## src/md2kvl_pkg.sv

```systemverilog
// Shared types, register indexes and the normal table of the keyframe vertex blender.
`timescale 1ns / 1ps
package md2kvl_pkg;

   localparam int NORMAL_TABLE_SIZE = 162;
   localparam int WEIGHT_W = 17;
   localparam logic [WEIGHT_W-1:0] WEIGHT_ONE = 17'd65536;
   localparam int CSR_INDEX_W = 3;
   localparam int CSR_DATA_W = 64;

   localparam logic [CSR_INDEX_W-1:0] CSR_FRAME_A_X = 3'd0;
   localparam logic [CSR_INDEX_W-1:0] CSR_FRAME_A_Y = 3'd1;
   localparam logic [CSR_INDEX_W-1:0] CSR_FRAME_A_Z = 3'd2;
   localparam logic [CSR_INDEX_W-1:0] CSR_FRAME_B_X = 3'd3;
   localparam logic [CSR_INDEX_W-1:0] CSR_FRAME_B_Y = 3'd4;
   localparam logic [CSR_INDEX_W-1:0] CSR_FRAME_B_Z = 3'd5;
   localparam logic [CSR_INDEX_W-1:0] CSR_MODEL_SCALE = 3'd6;
   localparam logic [CSR_INDEX_W-1:0] CSR_SKIN_DIMS = 3'd7;

   typedef struct packed {
      logic [7:0] vertex_a_x;
      logic [7:0] vertex_a_y;
      logic [7:0] vertex_a_z;
      logic [7:0] vertex_b_x;
      logic [7:0] vertex_b_y;
      logic [7:0] vertex_b_z;
      logic [7:0] normal_a_index;
      logic [7:0] normal_b_index;
      logic signed [15:0] texel_s;
      logic signed [15:0] texel_t;
      logic [16:0] blend_weight;
   } req_payload_type;

   typedef struct packed {
      logic signed [31:0] tex_u;
      logic signed [31:0] tex_v;
      logic signed [15:0] normal_x;
      logic signed [15:0] normal_y;
      logic signed [15:0] normal_z;
      logic signed [31:0] pos_x;
      logic signed [31:0] pos_y;
      logic signed [31:0] pos_z;
   } rsp_payload_type;

   // Unit normals in Q1.14
   localparam logic signed [15:0] NORMAL_TABLE [NORMAL_TABLE_SIZE][3] = '{
      '{-8614,0,13937},'{-7256,3913,14159},'{-4837,0,15654},'{-5063,8192,13255},
      '{-2662,4307,15582},'{0,0,16384},'{0,13937,8614},'{-2419,11740,11169},
      '{2419,11740,11169},'{0,8614,13937},'{5063,8192,13255},'{8614,0,13937},
      '{4837,0,15654},'{7256,3913,14159},'{2662,4307,15582},'{-11169,2419,11740},
      '{-13255,5063,8192},'{-9630,6969,11275},'{-13937,8614,0},'{-14159,7256,3913},
      '{-11740,11169,2419},'{-11275,9630,6969},'{-8192,13255,5063},'{-3913,14159,7256},
      '{-6969,11275,9630},'{-11740,11169,-2419},'{-8192,13255,-5063},'{-8614,13937,0},
      '{0,13937,-8614},'{-3913,14159,-7256},'{0,15654,-4837},'{-4307,15582,-2662},
      '{0,16384,0},'{0,15654,4837},'{-4307,15582,2662},'{3913,14159,7256},
      '{4307,15582,2662},'{8192,13255,5063},'{3913,14159,-7256},'{4307,15582,-2662},
      '{8192,13255,-5063},'{13937,8614,0},'{11740,11169,2419},'{11740,11169,-2419},
      '{8614,13937,0},'{6969,11275,9630},'{14159,7256,3913},'{11275,9630,6969},
      '{13255,5063,8192},'{11169,2419,11740},'{9630,6969,11275},'{15654,4837,0},
      '{16384,0,0},'{15582,2662,4307},'{13937,-8614,0},'{15654,-4837,0},
      '{14159,-7256,3913},'{15582,-2662,4307},'{13255,-5063,8192},'{11169,-2419,11740},
      '{13937,0,8614},'{14159,7256,-3913},'{13255,5063,-8192},'{15582,2662,-4307},
      '{8614,0,-13937},'{11169,2419,-11740},'{11169,-2419,-11740},'{13937,0,-8614},
      '{13255,-5063,-8192},'{14159,-7256,-3913},'{15582,-2662,-4307},'{2419,11740,-11169},
      '{5063,8192,-13255},'{6969,11275,-9630},'{7256,3913,-14159},'{9630,6969,-11275},
      '{11275,9630,-6969},'{-2419,11740,-11169},'{-5063,8192,-13255},'{0,8614,-13937},
      '{-8614,0,-13937},'{-7256,3913,-14159},'{-4837,0,-15654},'{-2662,4307,-15582},
      '{0,0,-16384},'{4837,0,-15654},'{2662,4307,-15582},'{-7256,-3913,-14159},
      '{-5063,-8192,-13255},'{-2662,-4307,-15582},'{0,-13937,-8614},'{-2419,-11740,-11169},
      '{2419,-11740,-11169},'{0,-8614,-13937},'{5063,-8192,-13255},'{7256,-3913,-14159},
      '{2662,-4307,-15582},'{3913,-14159,-7256},'{8192,-13255,-5063},'{6969,-11275,-9630},
      '{11740,-11169,-2419},'{11275,-9630,-6969},'{9630,-6969,-11275},'{0,-15654,-4837},
      '{0,-16384,0},'{4307,-15582,-2662},'{0,-13937,8614},'{0,-15654,4837},
      '{3913,-14159,7256},'{4307,-15582,2662},'{8192,-13255,5063},'{11740,-11169,2419},
      '{8614,-13937,0},'{-3913,-14159,-7256},'{-8192,-13255,-5063},'{-4307,-15582,-2662},
      '{-13937,-8614,0},'{-11740,-11169,-2419},'{-11740,-11169,2419},'{-8614,-13937,0},
      '{-8192,-13255,5063},'{-3913,-14159,7256},'{-4307,-15582,2662},'{-14159,-7256,3913},
      '{-13255,-5063,8192},'{-11275,-9630,6969},'{-11169,-2419,11740},'{-7256,-3913,14159},
      '{-9630,-6969,11275},'{-5063,-8192,13255},'{-2419,-11740,11169},'{-6969,-11275,9630},
      '{-2662,-4307,15582},'{7256,-3913,14159},'{2662,-4307,15582},'{5063,-8192,13255},
      '{2419,-11740,11169},'{0,-8614,13937},'{6969,-11275,9630},'{9630,-6969,11275},
      '{11275,-9630,6969},'{-15654,4837,0},'{-15582,2662,4307},'{-16384,0,0},
      '{-13937,0,8614},'{-15654,-4837,0},'{-15582,-2662,4307},'{-14159,7256,-3913},
      '{-15582,2662,-4307},'{-13255,5063,-8192},'{-14159,-7256,-3913},'{-15582,-2662,-4307},
      '{-13255,-5063,-8192},'{-11169,2419,-11740},'{-11169,-2419,-11740},'{-13937,0,-8614},
      '{-11275,9630,-6969},'{-9630,6969,-11275},'{-6969,11275,-9630},'{-6969,-11275,-9630},
      '{-9630,-6969,-11275},'{-11275,-9630,-6969}
   };

endpackage

```

## src/md2kvl_tex_div.sv

```systemverilog
// Pipelined restoring divider for one texture coordinate, one quotient bit per stage.
`timescale 1ns / 1ps
module md2kvl_tex_div #(
   parameter int FRACTION_BITS = 16
) (
   input  logic               clock,
   input  logic               en,
   input  logic signed [15:0] texel,
   input  logic [15:0]        dim,
   output logic signed [31:0] quo
);
   import md2kvl_pkg::*;

   localparam int DW = 17 + FRACTION_BITS;

   logic [15:0]   rem_ff [DW+1];
   logic [DW-1:0] nq_ff  [DW+1];
   logic [15:0]   dim_ff [DW+1];
   logic          neg_ff [DW+1];
   logic          zero_ff[DW+1];

   logic [15:0]   mag;
   logic [63:0]   qx;
   logic signed [31:0] quo_ff, quo_in;

   always_comb begin
      mag = texel[15] ? 16'(-texel) : 16'(texel);
   end

   always_ff @(posedge clock) begin
      if (en) begin
         rem_ff[0]  <= '0;
         nq_ff[0]   <= (DW'(mag) << FRACTION_BITS) + DW'(dim >> 1);
         dim_ff[0]  <= dim;
         neg_ff[0]  <= texel[15];
         zero_ff[0] <= (dim == 16'd0);
      end
   end

   for (genvar i = 0; i < DW; i++) begin : g_step
      logic [16:0] trial;
      logic        ge;
      always_comb begin
         trial = {rem_ff[i], nq_ff[i][DW-1]};
         ge    = (trial >= {1'b0, dim_ff[i]});
      end
      always_ff @(posedge clock) begin
         if (en) begin
            rem_ff[i+1]  <= ge ? 16'(trial - {1'b0, dim_ff[i]}) : trial[15:0];
            nq_ff[i+1]   <= {nq_ff[i][DW-2:0], ge};
            dim_ff[i+1]  <= dim_ff[i];
            neg_ff[i+1]  <= neg_ff[i];
            zero_ff[i+1] <= zero_ff[i];
         end
      end
   end

   always_comb begin
      qx = 64'(nq_ff[DW]);
      if (zero_ff[DW]) begin
         quo_in = neg_ff[DW] ? 32'sh8000_0000 : 32'sh7FFF_FFFF;
      end else if (neg_ff[DW]) begin
         quo_in = (qx >= 64'h8000_0000) ? 32'sh8000_0000 : -$signed(qx[31:0]);
      end else begin
         quo_in = (qx > 64'h7FFF_FFFF) ? 32'sh7FFF_FFFF : $signed(qx[31:0]);
      end
   end

   always_ff @(posedge clock) begin
      if (en) begin
         quo_ff <= quo_in;
      end
   end

   assign quo = quo_ff;

endmodule

```

## config.mk

```make
export PLATFORM = sky130hd
export DESIGN_NAME = md2kvl_tex_div
export DESIGN_NICKNAME = d
export VERILOG_FILES = /design/src/md2kvl_pkg.sv /design/src/md2kvl_tex_div.sv
export SDC_FILE = /design/constraint.sdc
export NUM_CORES = 2
export LEC_CHECK = 0
export BUFFER_PORTS_ARGS = -buffer_cell sky130_fd_sc_hd__buf_4
export CORE_MARGIN = 2
export CORE_UTILIZATION = 30
export DETAILED_ROUTE_END_ITERATION = 16
export GPL_TIMING_DRIVEN = 1
export SLEW_MARGIN = 10
export SYNTH_ARGS = -nofsm -noshare
export SYNTH_HDL_FRONTEND = slang
export SYNTH_SLANG_ARGS = --single-unit
```

## constraint.sdc

```tcl
create_clock -name clock -period 5.7 [get_ports clock]
set_clock_uncertainty 0.1 [all_clocks]
set_input_delay 0.57 -clock clock [delete_from_list [all_inputs] [get_ports clock]]
set_output_delay 0.57 -clock clock [all_outputs]
set_load 0.05 [all_outputs]
```

# == After elaboration in Yosys (flattened, before gate mapping) ==
# Memories as Yosys holds them, arrays and structs flattened.
# Cells that the tools add are included.
# totals
reg_bits,32
mem_bits_rw,2278
in_bits,34
output_inout_bits,32
memories,5
# mem_list
name,depth,word_bits,rd,rd_ports_with_merged_regs,write_ports,line,text
nq_ff,34,33,34,0,34,md2kvl_tex_div.sv:17,logic [DW-1:0] nq_ff [DW+1];
dim_ff,34,16,33,0,34,md2kvl_tex_div.sv:18,logic [15:0] dim_ff [DW+1];
rem_ff,34,16,33,0,34,md2kvl_tex_div.sv:16,logic [15:0] rem_ff [DW+1];
neg_ff,34,1,34,0,34,md2kvl_tex_div.sv:19,logic neg_ff [DW+1];
zero_ff,34,1,34,0,34,md2kvl_tex_div.sv:20,logic zero_ff[DW+1];
# op_classes
n_addsub,36
n_lt_le_gt_ge,35
muxes,41
reduce_logical,1
# op_table
operator,count
>= comparator 17 x 16 -> 1 bit,33
two-way mux 16 bit,34
subtractor 16 bit,33
two-way mux 32 bit,5
adder 32 x 15 -> 33 bit,1
">= comparator 33 x 32 -> 1 bit, second input constant",1
"> comparator 33 x 31 -> 1 bit, second input constant",1
negator 32 bit,1
zero test 16 bit,1
negator 16 bit,1
two-way mux 1 bit,2

# == Depth between registers and ports, before layout ==
# An unclocked memory read counts as a cell.
# logic_depth
word_depth,5
depth_mapped,14
ltp_nobuf,12

# == Worst setup path before layout ==
# Ideal clock, no wire load.
# synth_path
kind,reg-to-reg
from,memory rem_ff[18][5]
to,"memory rem_ff[19][10], data pin"
t_arrival_ns,2.720
t_required_ns,5.340
path_slack_ns,2.620
stages_incl_launch_ff,12
n_path_buf,1
period_less_slack_ns,3.080
cell_sequence,edfxtp_1 > ha_1 > a21o_1 > a211oi_2 > o21bai_1 > a21boi_2 > o221ai_2 > a31oi_2 > o21ai_2 > a211oi_4 > buf_6 > mux2_4
# synth_rtl
element,line
"start, declared",md2kvl_tex_div.sv:16

==> summary.md <==
| Metric | Value |
|---|---|
| Synth Net Count | `about 6,800` |
| Dpl ws | `roughly 1.7 ns` |
| Critical Path End Type | `flop` |
| Pleak | `37.6 nW` |
| Reg2reg path depth | `11` |
| FF+latch count, synth | `1,853` |
| Drt drc | `0` |
| Power per Cell Area | `slightly above 500 nW/µm²` |
| Unrepaired setup endpoints after global routing | `no` |
| Setup Viol. Count Final | `0` |
| Ys async rst share | `0%` |
| Die height | `~540 µm` |
| Critical R2R Launch | `dim_ff[18][1]` |
| Slowest-stage cell, CP | `a211oi_4` |
| CTS root buf | `clkbuf_16` |
| CTS sink count | `approximately 1,900` |
| CTS resizes | `0` |
| Post-CTS Setup Bufs | `0` |
| Vias in the first global route | `around 50,000` |
| Synth Instances | `6,181` |
| Critical Path End | `rem_ff[19][4]` |
| I/O pin count | `66` |
| Final hold violation count | `0` |
| Max-slew headroom | `~16%` |
| Nets | `around 7,000` |
| Global-route wire length before repair | `roughly 260 mm` |
| Synthesized cell area | `about 86,000 µm²` |
| H-Tree Depth | `4` |
| Fillers | `between 20,000 and 30,000` |
| Period utilization | `68.5%` |
| Via-per-instance ratio | `4.61` |
| Die area | `around 300,000 µm²` |
| GRT Total Usage | `a little over a tenth` |
| DPL Wire Length | `111 mm` |
| Reg2reg setup slack | `approximately 1.8 ns` |
| Crit start category | `flop` |
| Clock latency on the worst-skew pair | `roughly 0.86 ns` |
| Routed via count | `roughly 48,000` |
| Largest net degree at the start of global routing | `about 170` |
| Syn Area/Cell | `14.0 µm²` |
| Routability cong. | `roughly 0.86` |
| CTS buffer count | `around 200` |
| Ys Warns | `0` |
| Crit path DAT | `4.39 ns` |
| IR drop worst, VDD | `about 0.00027 V` |
| Post-Place Cell Area | `around 90,000 µm²` |
| Worst-path fanout max | `17` |
| Crit path cell chain | `inv_1 > ha_1 > nor2b_1 > o21ai_1 > nand2b_1 > a31oi_1 > o221ai_2 > a31oi_2 > o21ai_2 > a211oi_4 > mux2_2` |
| Sequential area share after synthesis | `about 64%` |
| HP Class | `primary input to flop` |
| Distinct cell type count after synthesis | `between 80 and 90` |
| Wirelength per Cell | `15.4 µm` |
| Fraction of layout cells with a size suffix above 1 | `11.9%` |
| Final instance area | `between 90,000 and 100,000 µm²` |
| CP required | `around 6.2 ns` |
| Setup tns final | `0 ns` |
| Final Max Tran Viols | `0` |
| Ys flop type | `edfxtp_1` |
| Clk slew on worst S/H paths | `roughly 0.06 ns` |
| Post-synth EDFFs | `~1,900` |
| Status | `completed` |
| Area growth from synthesis to layout | `14.1%` |
| Hold_ws | `0.0815 ns` |
| Fin crit period | `approximately 3.9 ns` |
| Detailed Route WL | `between 150 and 200 mm` |
| Max-cap violations | `0` |
| Buffers on Ports | `65` |
| Final worst setup slack | `between 1.5 and 2 ns` |
| Routed Antenna Nets | `0` |
| Setup CP Type | `flop to flop` |
| Core area | `between 200,000 and 300,000 µm²` |
| Clock buffer depth | `4` |
| Critical R2R Capture | `rem_ff[19][4]` |
| Drt pass-1 iters | `5` |
| Fmax | `~260 MHz` |
| Initial core utilization | `approximately 30%` |
| Die span in x | `540 µm` |
| Hold-fix buffers at CTS | `30` |
| Crit path from | `dim_ff[18][1]` |
| CP max stage delay | `about 0.86 ns` |
| Initial antenna violation count | `1` |
| CTS tree | `built` |
| Worst slew pin tran | `around 1.3 ns` |
| Gr ovfl total | `0` |
| # rows | `slightly below 200` |
| Iter 0 DRT Violations | `between 2,000 and 3,000` |
[how the worst min path moves through the flow]
stage | start | end | slack, ns | cells after the start
2_1_floorplan | neg_ff[9] | neg_ff[10] | 0.30 | 0
3_3_place_gp | nq_ff[2][19] | nq_ff[3][20] | 0.30 | 0
3_5_place_dp | neg_ff[27] | neg_ff[28] | 0.30 | 0
4_1_cts | texel[9] | nq_ff[0][25] | 0.003 | 2
5_1_grt | texel[9] | nq_ff[0][25] | 0.03 | 2
6_report | texel[11] | nq_ff[0][27] | 0.08 | 2
[synthesized netlist by cell type, types with 10 or more instances]
master	count	share of area, %
o31ai_1	33	0.29
nor2b_1	90	0.65
and2_1	15	0.11
nor3_1	95	0.55
inv_1	615	2.7
nand2_1	274	1.2
and3b_1	10	0.10
a21o_1	159	1.4
a31oi_1	38	0.28
nand2b_1	69	0.50
a21boi_0	18	0.16
xnor2_1	282	2.9
mux2_2	332	4.3
mux2i_1	48	0.56
a211oi_1	30	0.26
nor4_1	33	0.24
nand3_1	61	0.35
clkbuf_1	34	0.15
o21bai_1	51	0.44
o221ai_1	10	0.10
nand4_1	95	0.69
mux2_1	28	0.37
edfxtp_1	1853	64
or2_2	24	0.17
xor2_1	128	1.3
o22ai_1	17	0.12
nor2_1	323	1.4
o21ai_1	17	0.099
a21oi_1	361	2.1
or3_1	17	0.12
o21ai_0	235	1.4
o21a_1	45	0.39
o31a_1	13	0.13
o211ai_1	11	0.096
buf_2	27	0.16
o41a_1	14	0.18
fa_1	31	0.72
ha_1	516	7.5
[critical path, delay by kind of cell (launching register included)]
kind	cells	cell delay [ns]
AOI/OAI and AO/OA	6	2.03
adders and majority gates	1	0.33
buffers and inverters	1	0.06
DFF	1	0.42
muxes	1	0.43
and+or+nand+nor	2	0.28
[metal layers]
layer	wire (µm)	share of wire [%]	up-vias	global-route usage, %
met5	0	0	-	0
met2	81300	51	816	19.5
met4	5640	3.5	0	4.22
met1	66300	42	23182	12.3
met3	5990	3.8	324	1.77
li1	-	-	23510	-
[metrics by stage]
stage	instances	power (mW)	util, %
global placement	9970	37.2	32.0
global route	10372	53.9	34.5
detailed placement	9970	37.8	32.0
floorplan	6181	33.8	-
CTS	10371	51.1	34.5
finish	10372	50.6	34.5
[area by class of cell]
cell class                      instances  area, µm²  share of cell area, %
Inverter                              615       2310                   2.34
Clock buffer                          247       5330                   5.41
Antenna cell                            1       2.50                0.00254
Tap cell                             3762       4710                   4.78
Timing Repair Buffer                  126       1170                   1.18
Multi-Input combinational cell       3644      28000                   28.5
Clock inverter                        124       1250                   1.27
Sequential cell                      1853      55600                   56.5
[registers in the layout, indices dropped and copies added (netlist names)]
signal   cells
zero_ff     34
neg_ff      34
dim_ff     509
quo         32
nq_ff      732
rem_ff     512
[cells in the final DEF (no fill, tap or decap), types with 90 or more instances in the layout]
cell       netlist  routed
a21o_1         159     159
nand2_1        274     274
xnor2_1        282     282
clkbuf_16        0     207
mux2_2         332     332
edfxtp_1      1853    1853
a21oi_1        361     361
nor2b_1         90      90
xor2_1         128     128
inv_1          615     615
nor2_1         323     323
ha_1           516     516
nand4_1         95      95
nor3_1          95      94
o21ai_0        235     235
[power by group]
group	switching (mW)	total, mW	internal [mW]
Sequential	1.34	20.2	18.8
Combinational	9.13	17.5	8.40
Clock	5.32	12.9	7.62
Total	15.8	50.6	34.8
[logic make-up after synthesis]
| logic type | Yosys count | share of synthesized area, % |
|---|---|---|
| AOI/OAI and AO/OA | 1127 | 8.25 |
| xor gates and xnor gates | 410 | 4.16 |
| adders and majority gates | 547 | 8.20 |
| buffers and inverters | 684 | 3.07 |
| DFF | 1853 | 64.5 |
| muxes | 415 | 5.38 |
| and+or+nand+nor | 1145 | 6.48 |
No activity file was read; power rests on OpenSTA's default activity.
